$ cat src/sv/swm_pkg.sv
// Shared constants and controller/datapath signal groups for the sliding window maximum block.
package swm_pkg;

  localparam int DATA_W         = 32;
  localparam int WLEN_W         = 11;
  localparam int MAX_WINDOW_DEF = 1024;

  // Commands from the controller to the datapath.
  typedef struct packed {
    logic accept;     // latch the incoming word and apply restart
    logic rd_front;   // read the oldest candidate
    logic drop_front; // drop the oldest candidate
    logic rd_back;    // read the newest candidate
    logic drop_back;  // drop the newest candidate
    logic append;     // write the new sample at the back
    logic rd_head;    // read the current maximum
    logic load_out;   // move the result into the output register
  } ctl_cmd_t;

  // Status from the datapath to the controller.
  typedef struct packed {
    logic empty;      // no candidates held
    logic front_old;  // oldest candidate has left the window
    logic back_le;    // newest candidate is not greater than the sample
    logic emit;       // this sample completes a window
    logic out_free;   // output register can take a result this cycle
  } ctl_stat_t;

endpackage

$ cat src/sv/swm_ctrl.sv
// Controller state machine that sequences eviction, back drops, append and result output.
module swm_ctrl import swm_pkg::*; (
  input  logic      clk,
  input  logic      rst,
  input  logic      in_valid,
  output logic      in_ready,
  input  ctl_stat_t stat,
  output ctl_cmd_t  cmd
);

  localparam logic [2:0] S_IDLE   = 3'd0;
  localparam logic [2:0] S_EV_RD  = 3'd1;
  localparam logic [2:0] S_EV_CHK = 3'd2;
  localparam logic [2:0] S_BK_RD  = 3'd3;
  localparam logic [2:0] S_BK_CHK = 3'd4;
  localparam logic [2:0] S_APPEND = 3'd5;
  localparam logic [2:0] S_HD_RD  = 3'd6;
  localparam logic [2:0] S_OUT    = 3'd7;

  logic [2:0] state;
  logic [2:0] state_next;

  assign in_ready = (state == S_IDLE);

  always_comb begin
    state_next = state;
    cmd        = '0;
    unique case (state)
      S_IDLE: begin
        if (in_valid) begin
          cmd.accept = 1'b1;
          state_next = S_EV_RD;
        end
      end
      S_EV_RD: begin
        if (stat.empty) begin
          state_next = S_BK_RD;
        end else begin
          cmd.rd_front = 1'b1;
          state_next   = S_EV_CHK;
        end
      end
      S_EV_CHK: begin
        if (stat.front_old) begin
          cmd.drop_front = 1'b1;
          state_next     = S_EV_RD;
        end else begin
          state_next = S_BK_RD;
        end
      end
      S_BK_RD: begin
        if (stat.empty) begin
          state_next = S_APPEND;
        end else begin
          cmd.rd_back = 1'b1;
          state_next  = S_BK_CHK;
        end
      end
      S_BK_CHK: begin
        if (stat.back_le) begin
          cmd.drop_back = 1'b1;
          state_next    = S_BK_RD;
        end else begin
          state_next = S_APPEND;
        end
      end
      S_APPEND: begin
        cmd.append = 1'b1;
        state_next = S_HD_RD;
      end
      S_HD_RD: begin
        cmd.rd_head = 1'b1;
        state_next  = S_OUT;
      end
      S_OUT: begin
        // A sample that completes no window leaves without a result.
        if (!stat.emit) begin
          state_next = S_IDLE;
        end else if (stat.out_free) begin
          cmd.load_out = 1'b1;
          state_next   = S_IDLE;
        end
      end
      default: begin
        state_next = S_IDLE;
      end
    endcase
  end

  always_ff @(posedge clk) begin
    if (rst) begin
      state <= S_IDLE;
    end else begin
      state <= state_next;
    end
  end

  a_drop_front_nonempty: assert property (@(posedge clk) disable iff (rst)
    cmd.drop_front |-> !stat.empty)
    else $error("front pop issued on an empty deque");

  a_drop_back_nonempty: assert property (@(posedge clk) disable iff (rst)
    cmd.drop_back |-> !stat.empty)
    else $error("back pop issued on an empty deque");

  a_load_when_free: assert property (@(posedge clk) disable iff (rst)
    cmd.load_out |-> (stat.out_free && stat.emit))
    else $error("result loaded while the output register was occupied");

  a_append_fills: assert property (@(posedge clk) disable iff (rst)
    cmd.append |=> !stat.empty)
    else $error("deque empty after an append");

endmodule

$ cat config.mk
export PLATFORM = sky130hd
export DESIGN_NAME = swm_ctrl
export DESIGN_NICKNAME = d
export VERILOG_FILES = /design/src/sv/swm_pkg.sv /design/src/sv/swm_ctrl.sv
export SDC_FILE = /design/constraint.sdc
export NUM_CORES = 1
export LEC_CHECK = 0
export BUFFER_PORTS_ARGS = -buffer_cell sky130_fd_sc_hd__buf_2
export CAP_MARGIN = 15
export CORE_AREA = 2 2 39 41
export CTS_CLUSTER_DIAMETER = 200
export DETAILED_ROUTE_END_ITERATION = 10
export DIE_AREA = 0 0 41 43
export PLACE_DENSITY = 0.53
export SYNTH_ARGS = -nofsm -noshare
export SYNTH_HDL_FRONTEND = slang
export SYNTH_SLANG_ARGS = --single-unit
$ cat constraint.sdc
create_clock -name clk -period 1.6 [get_ports clk]
set_input_delay 0.32 -clock clk [delete_from_list [all_inputs] [get_ports clk]]
set_output_delay 0.32 -clock clk [all_outputs]
set_load 0.01 [all_outputs]
* Word-level counts from Yosys, hierarchy flattened *
Index checks and enable logic that the tools add are counted.

word-level totals
  memory bits (writable) = 0
  memories kept = 0
  register bits = 3
  output and inout bits = 9
  memory bits (read-only) = 0
  bits in latches = 0
  input bits = 8

operators by class
  mux-type cells = 22
  bitwise logic cells = 0
  $mul = 0
  add/sub/neg operators = 0
  divide/modulo/power cells = 0
  $lt $le $gt $ge = 0
  shift operators = 0
  eq/ne operators = 9
  reductions and logical operators = 2

operators with widths
  operator                                             number
  case mux 3 bit (8 select lines)                      1
  two-way mux 1 bit                                    16
  equality test 3 bit, second input constant           4
  two-way mux 3 bit                                    4
  equality test 3 x 2 -> 1 bit, second input constant  2
  equality test 3 x 1 -> 1 bit, second input constant  1
  logical NOT 3 bit                                    1
  inequality test 3 bit, second input constant         1
  two-way mux 2 bit                                    1
  inequality test 2 bit, second input constant         1
  AND reduction 2 bit                                  1

* Depth between registers and ports, before layout *
Gate-level depths: netlist (run 1).

  depth after elaboration = 3
  mapped depth = 4
  depth with buffers taken out = 3

* Worst setup path after synthesis (run 1) *
OpenSTA, ideal clock, no wires.

  path kind = register -> output
  from = register state[1]
  to = output port cmd[7] in the netlist's numbering
  buffers on the path = 1
  required time = 1280 ps
  slack = 222 ps
  arrival time = 1058 ps
  cell stages (with the launch flop) = 4
  cell sequence = dfxtp_1 -> clkbuf_1 -> nor3_1 -> and2_1

RTL lines
  item                      line            text
  start: declaration        swm_ctrl.sv:20  logic [2:0] state;
  start signal: assignment  swm_ctrl.sv:94  state <= state_next;
  end: declaration          swm_ctrl.sv:8   output ctl_cmd_t cmd

==> results.py, run 1 <==
metrics = {
    "floorplanning": {
        "dieWidth_microns": 41,
        "core_sq_um": 1384,
        "initial_core_util_pct": 18.35,
        "rows": 14,
        "ios": 17,
        "die_h_microns": 43,
        "die_area_sq_um": 1763,
    },
    "logic_synthesis": {
        "async_reset_ff_share_pct": 0,
        "synth_area_sq_um": 254.0,
        "synthTopCellsByCount": "dfxtp_1, nor2_1, and3_1, clkbuf_1, nand2b_1",
        "yosysWarnings": 0,
        "synth.distinct_cells": 23,
        "synth_top_area_share_pct": 23.65,
        "avgSynthCellArea_sq_um": 8.466,
        "synth-edff-count": 0,
        "synth_nets": 38,
        "seq_area_frac_synth_pct": 23.65,
        "synthFlopType": "dfxtp_1",
        "synth_top_cell_by_area": "dfxtp_1",
        "netlist_instances": 30,
        "ys_seq_elements": 3,
        "synth_area_leaders": "dfxtp_1, nand3b_4, a2111oi_2, and3_1, nand2b_1",
    },
    "place": {
        "numPortBuffers": 16,
        "placedCellCount": 59,
        "pre_cts_ws_ns": 0.1987,
        "place_area_sq_um": 341.6,
        "post-dp-hpwl_microns": 454.9,
        "gp_congestion": 0.6507,
    },
    "critical_path": {
        "crit_type": "register to output pin",
        "worst_ep_arrival_time_ns": 1.18,
        "critPathRequiredTime_ns": 1.28,
        "startpoint_type": "register",
        "cp-end-kind": "output pin",
        "critPathMaxFanout": 13,
    },
    "layout": {
        "fin_cells": 63,
        "nets": 56,
        "largest_register_ffs": 3,
        "nFillCells": 164,
        "diodes": 0,
        "multi_input_area_sq_um": 181.4,
        "drive_above_1_share_pct": 53.19,
        "area_delta_synth_final_pct": 46.31,
        "regArea_sq_um": 63.81,
        "regMostFlops": "state",
        "final_util_pct": 26.85,
        "top_regs": "state (3)",
        "final_area_sq_um": 371.6,
    },
    "cts": {
        "cts.path.max_buffers": 2,
        "cts-htree-levels": 1,
        "cts_setup_buffers": 0,
        "cts_tree": "yes",
        "cts_hold_buf": 0,
        "clockRootBuffer": "clkbuf_4",
        "clk_pin_slew_worst_paths_ns": 0.03,
        "insertion_delay_ns": 0.23,
        "clock-sinks": 3,
        "cts-buffers-inserted": 3,
    },
    "sta": {
        "period_minus_slack_ns": 1.497,
        "holdWs_ns": 0.2959,
        "period_share_pct": 93.53,
        "finalSetupTns_ns": 0,
        "rsz0062_at_grt": "false",
        "slew_headroom_pct": 82.87,
        "setup_ws_ns": 0.1035,
        "worstMarginPinSlew_ns": 0.2546,
        "max_clock_freq_mhz": 668.2,
        "hold_viol": 0,
        "setup_viol_count_final": 0,
        "worst_clock_skew_ns": 0.002289,
        "drv_slew": 0,
    },
    "power": {
        "total_power_mw": 0.2993,
        "powerDensity_nw_per_um2": 805.4,
        "ir_drop_uv": 265.9,
        "leakagePower_nw": 0.1920,
    },
    "grt": {
        "grt_overflow_total": 0,
        "grt_pass1_vias": 209,
        "grt_max_degree": 14,
        "grt_usage_pct": 7.523,
        "grt_pass1_wl_microns": 869,
        "antenna_found_initial": 0,
    },
    "routing": {
        "drt-initial-drc-count": 1,
        "ant_nets": 0,
        "dr.pass1.iters": 2,
        "route.detailed.drc": 0,
        "wl_per_cell_microns": 9.444,
        "routed_wl_microns": 595,
        "routed-via-count": 275,
        "via_per_inst": 4.365,
    },
    "hold_path": {
        "hp-class": "input port to register",
    },
    "run_status": {
        "outcome": "complete, no violations",
    },
    "job": {
        "cap_violations": 0,
    },
}
## cell type report
type	count	area share (%)
timing repair buffer	16	21.55
multi-input combinational	24	48.82
clock buffer	4	7.071
sequential	3	17.17
tap	16	5.387
## metal layers
layer  track usage, %  routed length, microns  up-vias  part of all wire [%]
met3            4.712                      38        0                   6.4
met4            4.000                       0        0                     0
met2            8.750                     261       11                    44
met5                0                       0        -                     0
met1            10.26                     295      116                    50
li1                 -                       -      148                     -
## repair_timing
action	4_1_cts	5_1_grt
gates resized for setup	2	1
endpoints found under the setup margin	1	2
pin swaps	0	0
## placed cells by master (no fill, tap or decap), types with 2 or more instances in the layout
cell type | netlist | routed
buf_2 | 1 | 16
clkbuf_4 | 0 | 3
and3_1 | 2 | 2
dfxtp_2 | 0 | 3
nor2_1 | 3 | 3
nand2b_1 | 2 | 2
## final timing paths
path | start | end | slack (ns) | cells past startpoint
max | state[2] | cmd[0] | 0.10 | 3
min reg2reg | state[0] | state[0] | 0.56 | 1
max reg2reg | state[2] | state[2] | 0.36 | 3
min | rst | state[2] | 0.30 | 2
## kinds of logic (layout without fill, tap and decap cells)
family	after synthesis	count (layout)	share of synthesized area, %
compound gates	6	6	19.70
simple gates	18	18	51.73
buf+inv	3	20	4.925
flops	3	3	23.65
## worst max-delay path, cell delays in order, from the launching register on
cell and delay [ns]:
dfxtp_2 0.43, and3_4 0.25, and3_1 0.15, buf_2 0.12
## where the power goes
| part | internal [mW] | switching [mW] |
|---|---|---|
| Combinational | 0.0376 | 0.0310 |
| Sequential | 0.0845 | 0.0195 |
| Clock | 0.0931 | 0.0338 |
Power figures use the tool's default switching activity.
==> run 2: changes to the inputs <==
==> constraint.sdc (replaced) <==
create_clock -name clk -period 1.6 [get_ports clk]
set_input_delay 0.32 -clock clk [delete_from_list [all_inputs] [get_ports clk]]
set_output_delay 0.32 -clock clk [all_outputs]
set_load 0.02 [all_outputs]
==> results.py, run 2 (synthesized netlist as in run 1, its figures left out) <==
metrics = {
    "sta": {
        "worst_clock_skew_ns": 0.001761,
        "setup_viol_count_final": 0,
        "hold_viol": 0,
        "max_clock_freq_mhz": 658.5,
        "period_minus_slack_ns": 1.519,
        "finalSetupTns_ns": 0,
        "slew_headroom_pct": 83.05,
        "worstMarginPinSlew_ns": 0.2537,
        "period_share_pct": 94.91,
        "rsz0062_at_grt": "false",
        "drv_slew": 0,
    },
    "place": {
        "gp_congestion": 0.6605,
        "post-dp-hpwl_microns": 497.1,
        "numPortBuffers": 16,
        "place_area_sq_um": 374.1,
    },
    "layout": {
        "layout_commonest_cell": "buf_2",
        "most-common-layout-cells": "buf_2, nor2_1, clkbuf_4, buf_4",
        "nets": 58,
        "top_regs": "state (3)",
        "final_area_sq_um": 417.9,
        "nFillCells": 164,
        "diodes": 0,
        "area_delta_synth_final_pct": 64.53,
        "regMostFlops": "state",
        "final_util_pct": 30.20,
        "largest_register_ffs": 3,
        "drive_above_1_share_pct": 61.22,
    },
    "power": {
        "leakagePower_nw": 0.2079,
        "ir_drop_uv": 321.5,
        "powerDensity_nw_per_um2": 785.9,
    },
    "floorplanning": {
        "die_h_microns": 43,
        "rows": 14,
        "initial_core_util_pct": 18.35,
        "ios": 17,
        "dieWidth_microns": 41,
        "core_sq_um": 1384,
        "die_area_sq_um": 1763,
    },
    "cts": {
        "insertion_delay_ns": 0.23,
        "cts-htree-levels": 1,
        "clk_pin_slew_worst_paths_ns": 0.03,
        "cts.path.max_buffers": 2,
        "cts_hold_buf": 0,
        "cts_setup_buffers": 0,
        "cts_tree": "yes",
        "cts_resized": 2,
        "cts-buffers-inserted": 3,
        "clockRootBuffer": "clkbuf_4",
        "clock-sinks": 3,
    },
    "run_status": {
        "outcome": "complete, no violations",
    },
    "critical_path": {
        "startpoint_type": "register",
        "r2r-end": "state[2]",
        "worst_ep_arrival_time_ns": 1.20,
        "r2r_start": "state[2]",
        "cp-end-kind": "output pin",
        "crit_type": "register to output pin",
        "r2r_setup_slack_ns": 0.41,
        "critPathMaxFanout": 7,
        "critPathRequiredTime_ns": 1.28,
        "r2r_cells": 3,
    },
    "hold_path": {
        "hp-class": "input port to register",
        "min_from": "rst",
        "whs_path_depth": 2,
        "hold_path_end": "state[2]",
    },
    "routing": {
        "via_per_inst": 4.369,
        "routed_wl_microns": 633,
        "dr.pass1.iters": 2,
        "routed-via-count": 284,
        "drt-initial-drc-count": 6,
        "route.detailed.drc": 0,
        "wl_per_cell_microns": 9.738,
        "ant_nets": 0,
    },
    "grt": {
        "grt_pass1_vias": 249,
        "grt_overflow_total": 0,
        "antenna_found_initial": 0,
        "grt_usage_pct": 8.325,
        "grt_max_degree": 13,
        "grt_pass1_wl_microns": 979,
    },
    "job": {
        "cap_violations": 0,
    },
}
==> run 2: critical path: stages (launching register included) <==
cell	delay, ns
dfxtp_2	0.34
buf_4	0.16
nor3_2	0.18
and2_1	0.14
buf_2	0.15
==> run 2: routing by layer <==
layer	vias up	track usage [%]	part of all wire, %
met1	120	10.58	46
met4	0	4.000	0
met3	0	4.712	9.2
li1	152	-	-
met5	-	0	0
met2	12	10.94	45
==> run 2: area by class of cell <==
type / count / area (sq um) / share of cell area, %
Clock buffer: 4 / 26.28 / 6.287
Multi-Input combinational cell: 24 / 207.7 / 49.70
Sequential cell: 3 / 66.31 / 15.87
Tap cell: 16 / 20.02 / 4.790
Timing Repair Buffer: 18 / 97.59 / 23.35
==> run 2: worst max-delay path by stage <==
stage / from / endpoint / slack (ns) / cells after the start
after floorplan: state[1] / cmd[7] / 0.11 / 3
after global placement: state[0] / cmd[0] / 0.21 / 3
after detailed placement: state[0] / cmd[0] / 0.20 / 3
after CTS: state[1] / cmd[7] / 0.04 / 4
after global routing: state[2] / cmd[4] / 0.005 / 3
final: state[1] / cmd[7] / 0.08 / 4
==> run 2: power breakdown <==
group	switching (mW)	total [mW]	internal [mW]	leakage [nW]
clock network	0.0344	0.127	0.0931	0.0150
logic	0.0507	0.100	0.0497	0.167
registers	0.0163	0.101	0.0844	0.0261
total	0.101	0.328	0.227	0.208
==> run 2: per-stage QoR <==
step / setup slack (ns) / cells / hold WS, ns / power, mW
floorplan: 0.1098 / 30 / 0.3889 / 0.1605
global placement: 0.2102 / 61 / 0.5466 / 0.1964
detailed placement: 0.1961 / 61 / 0.5389 / 0.1963
CTS: 0.03690 / 65 / 0.2826 / 0.3342
global route: 0.005166 / 65 / 0.2947 / 0.3569
finish: 0.08142 / 65 / 0.2995 / 0.3284
==> run 3: changes to the inputs <==
- BUFFER_PORTS_ARGS: -buffer_cell sky130_fd_sc_hd__buf_2 -> -buffer_cell sky130_fd_sc_hd__buf_4
- CAP_MARGIN: 15 -> default
- CTS_CLUSTER_DIAMETER: 200 -> 100
==> results.py, run 3 (synthesized netlist as in run 1, its figures left out) <==
metrics = {
    "layout": {
        "diodes": 0,
        "nFillCells": 156,
        "most-common-layout-cells": "buf_4, nor2_1, clkbuf_4, dfxtp_2",
        "regMostFlops": "state",
        "fin_cells": 65,
        "final_util_pct": 32.10,
        "top_regs": "state (3)",
        "area_delta_synth_final_pct": 74.88,
        "largest_register_ffs": 3,
        "drive_above_1_share_pct": 61.22,
        "nets": 58,
        "layout_commonest_cell": "buf_4",
    },
    "sta": {
        "rsz0062_at_grt": "false",
        "period_share_pct": 96.61,
        "holdWs_ns": 0.2691,
        "period_minus_slack_ns": 1.546,
        "max_clock_freq_mhz": 646.9,
        "worstMarginPinSlew_ns": 0.2540,
        "hold_viol": 0,
        "finalSetupTns_ns": 0,
        "setup_viol_count_final": 0,
        "slew_headroom_pct": 83.03,
        "worst_clock_skew_ns": 0.001645,
        "drv_slew": 0,
    },
    "critical_path": {
        "cp-end-kind": "output pin",
        "worst_ep_arrival_time_ns": 1.23,
        "cpMostUsedCell": "buf_4",
        "crit_type": "register to output pin",
        "cp-startpoint": "state[2]",
        "r2r_cells": 3,
        "r2r_start": "state[0]",
        "startpoint_type": "register",
        "critPathRequiredTime_ns": 1.28,
        "critPathMaxFanout": 8,
        "r2r-end": "state[2]",
        "slowest_stage": "dfxtp_2",
        "cp-endpoint": "cmd[4]",
        "max_stage_delay_ns": 0.35,
        "cp_cell_sequence": "buf_4 -> nor4bb_2 -> buf_4",
        "r2r_setup_slack_ns": 0.38,
    },
    "routing": {
        "wl_per_cell_microns": 10.09,
        "ant_nets": 0,
        "route.detailed.drc": 0,
        "drt-initial-drc-count": 1,
        "routed_wl_microns": 656,
        "dr.pass1.iters": 5,
        "routed-via-count": 296,
        "via_per_inst": 4.554,
    },
    "hold_path": {
        "hp-class": "input port to register",
    },
    "grt": {
        "grt_overflow_total": 0,
        "grt_pass1_vias": 250,
        "grt_usage_pct": 8.543,
        "grt_pass1_wl_microns": 972,
        "antenna_found_initial": 0,
        "grt_max_degree": 13,
    },
    "floorplanning": {
        "core_sq_um": 1384,
        "dieWidth_microns": 41,
        "die_area_sq_um": 1763,
        "initial_core_util_pct": 18.35,
        "ios": 17,
        "rows": 14,
        "die_h_microns": 43,
    },
    "job": {
        "cap_violations": 0,
    },
    "place": {
        "post-dp-hpwl_microns": 479.5,
        "placedCellCount": 61,
        "gp_congestion": 0.6852,
        "numPortBuffers": 16,
    },
    "cts": {
        "cts_hold_buf": 0,
        "cts.path.max_buffers": 2,
        "cts-htree-levels": 1,
        "cts_tree": "yes",
        "insertion_delay_ns": 0.24,
        "clockRootBuffer": "clkbuf_4",
        "cts_setup_buffers": 0,
        "cts-buffers-inserted": 3,
        "clk_pin_slew_worst_paths_ns": 0.04,
        "clock-sinks": 3,
    },
    "power": {
        "leakagePower_nw": 0.2134,
        "total_power_mw": 0.3433,
        "powerDensity_nw_per_um2": 772.9,
        "ir_drop_uv": 443.6,
    },
    "run_status": {
        "outcome": "complete, no violations",
    },
}
## run 3: where the power goes
group	internal (mW)	switching, mW
Combinational	0.0584	0.0496
Clock	0.0935	0.0403
Sequential	0.0844	0.0171
Total	0.236	0.107
## run 3: final cells by class
cell class / count / area [sq um] / area share, %
clock buffers: 4 / 26.28 / 5.915
multi-input cells: 24 / 198.9 / 44.79
flip-flops and latches: 3 / 63.81 / 14.37
well taps: 16 / 20.02 / 4.507
repair buffers: 18 / 135.1 / 30.42
## run 3: how the worst min path moves through the flow
stage               startpoint  endpoint  slack [ns]  depth (start not counted)
floorplan                  rst  state[2]        0.39                          1
global placement           rst  state[2]        0.52                          2
detailed placement         rst  state[2]        0.52                          2
CTS                        rst  state[0]        0.27                          2
global route               rst  state[2]        0.27                          2
finish                     rst  state[2]        0.27                          2
## run 3: through the flow
stage	setup slack [ns]	cell area, sq um
after global routing	0.003849	444.2
final	0.05428	444.2
after CTS	0.0005629	441.7
after detailed placement	0.2215	414.1
after global placement	0.2268	414.1
after floorplan	0.1098	271.5
## run 3: critical path: cells and delay by family (launching register included)
family / cells / cell delay (ns)
AND/OR/NAND/NOR: 1 / 0.28
flip-flops: 1 / 0.35
buffers and inverters: 2 / 0.36
## run 3: per-layer routing
| metal | global-route usage (%) | wire, microns | vias to the layer above | part of all wire, % |
|---|---|---|---|---|
| met5 | 0 | 0 | - | 0 |
| met4 | 8.000 | 0 | 0 | 0 |
| met3 | 3.141 | 72 | 0 | 11 |
| met2 | 11.25 | 300 | 16 | 46 |
| met1 | 10.00 | 284 | 128 | 43 |
| li1 | - | - | 152 | - |
## run 3: repair_timing
item | 4_1_cts | 5_1_grt
endpoints found under the hold margin | 0 | 0
resized for setup | 1 | 2
setup endpoints to repair | 2 | 6
pin swaps | 0 | 0
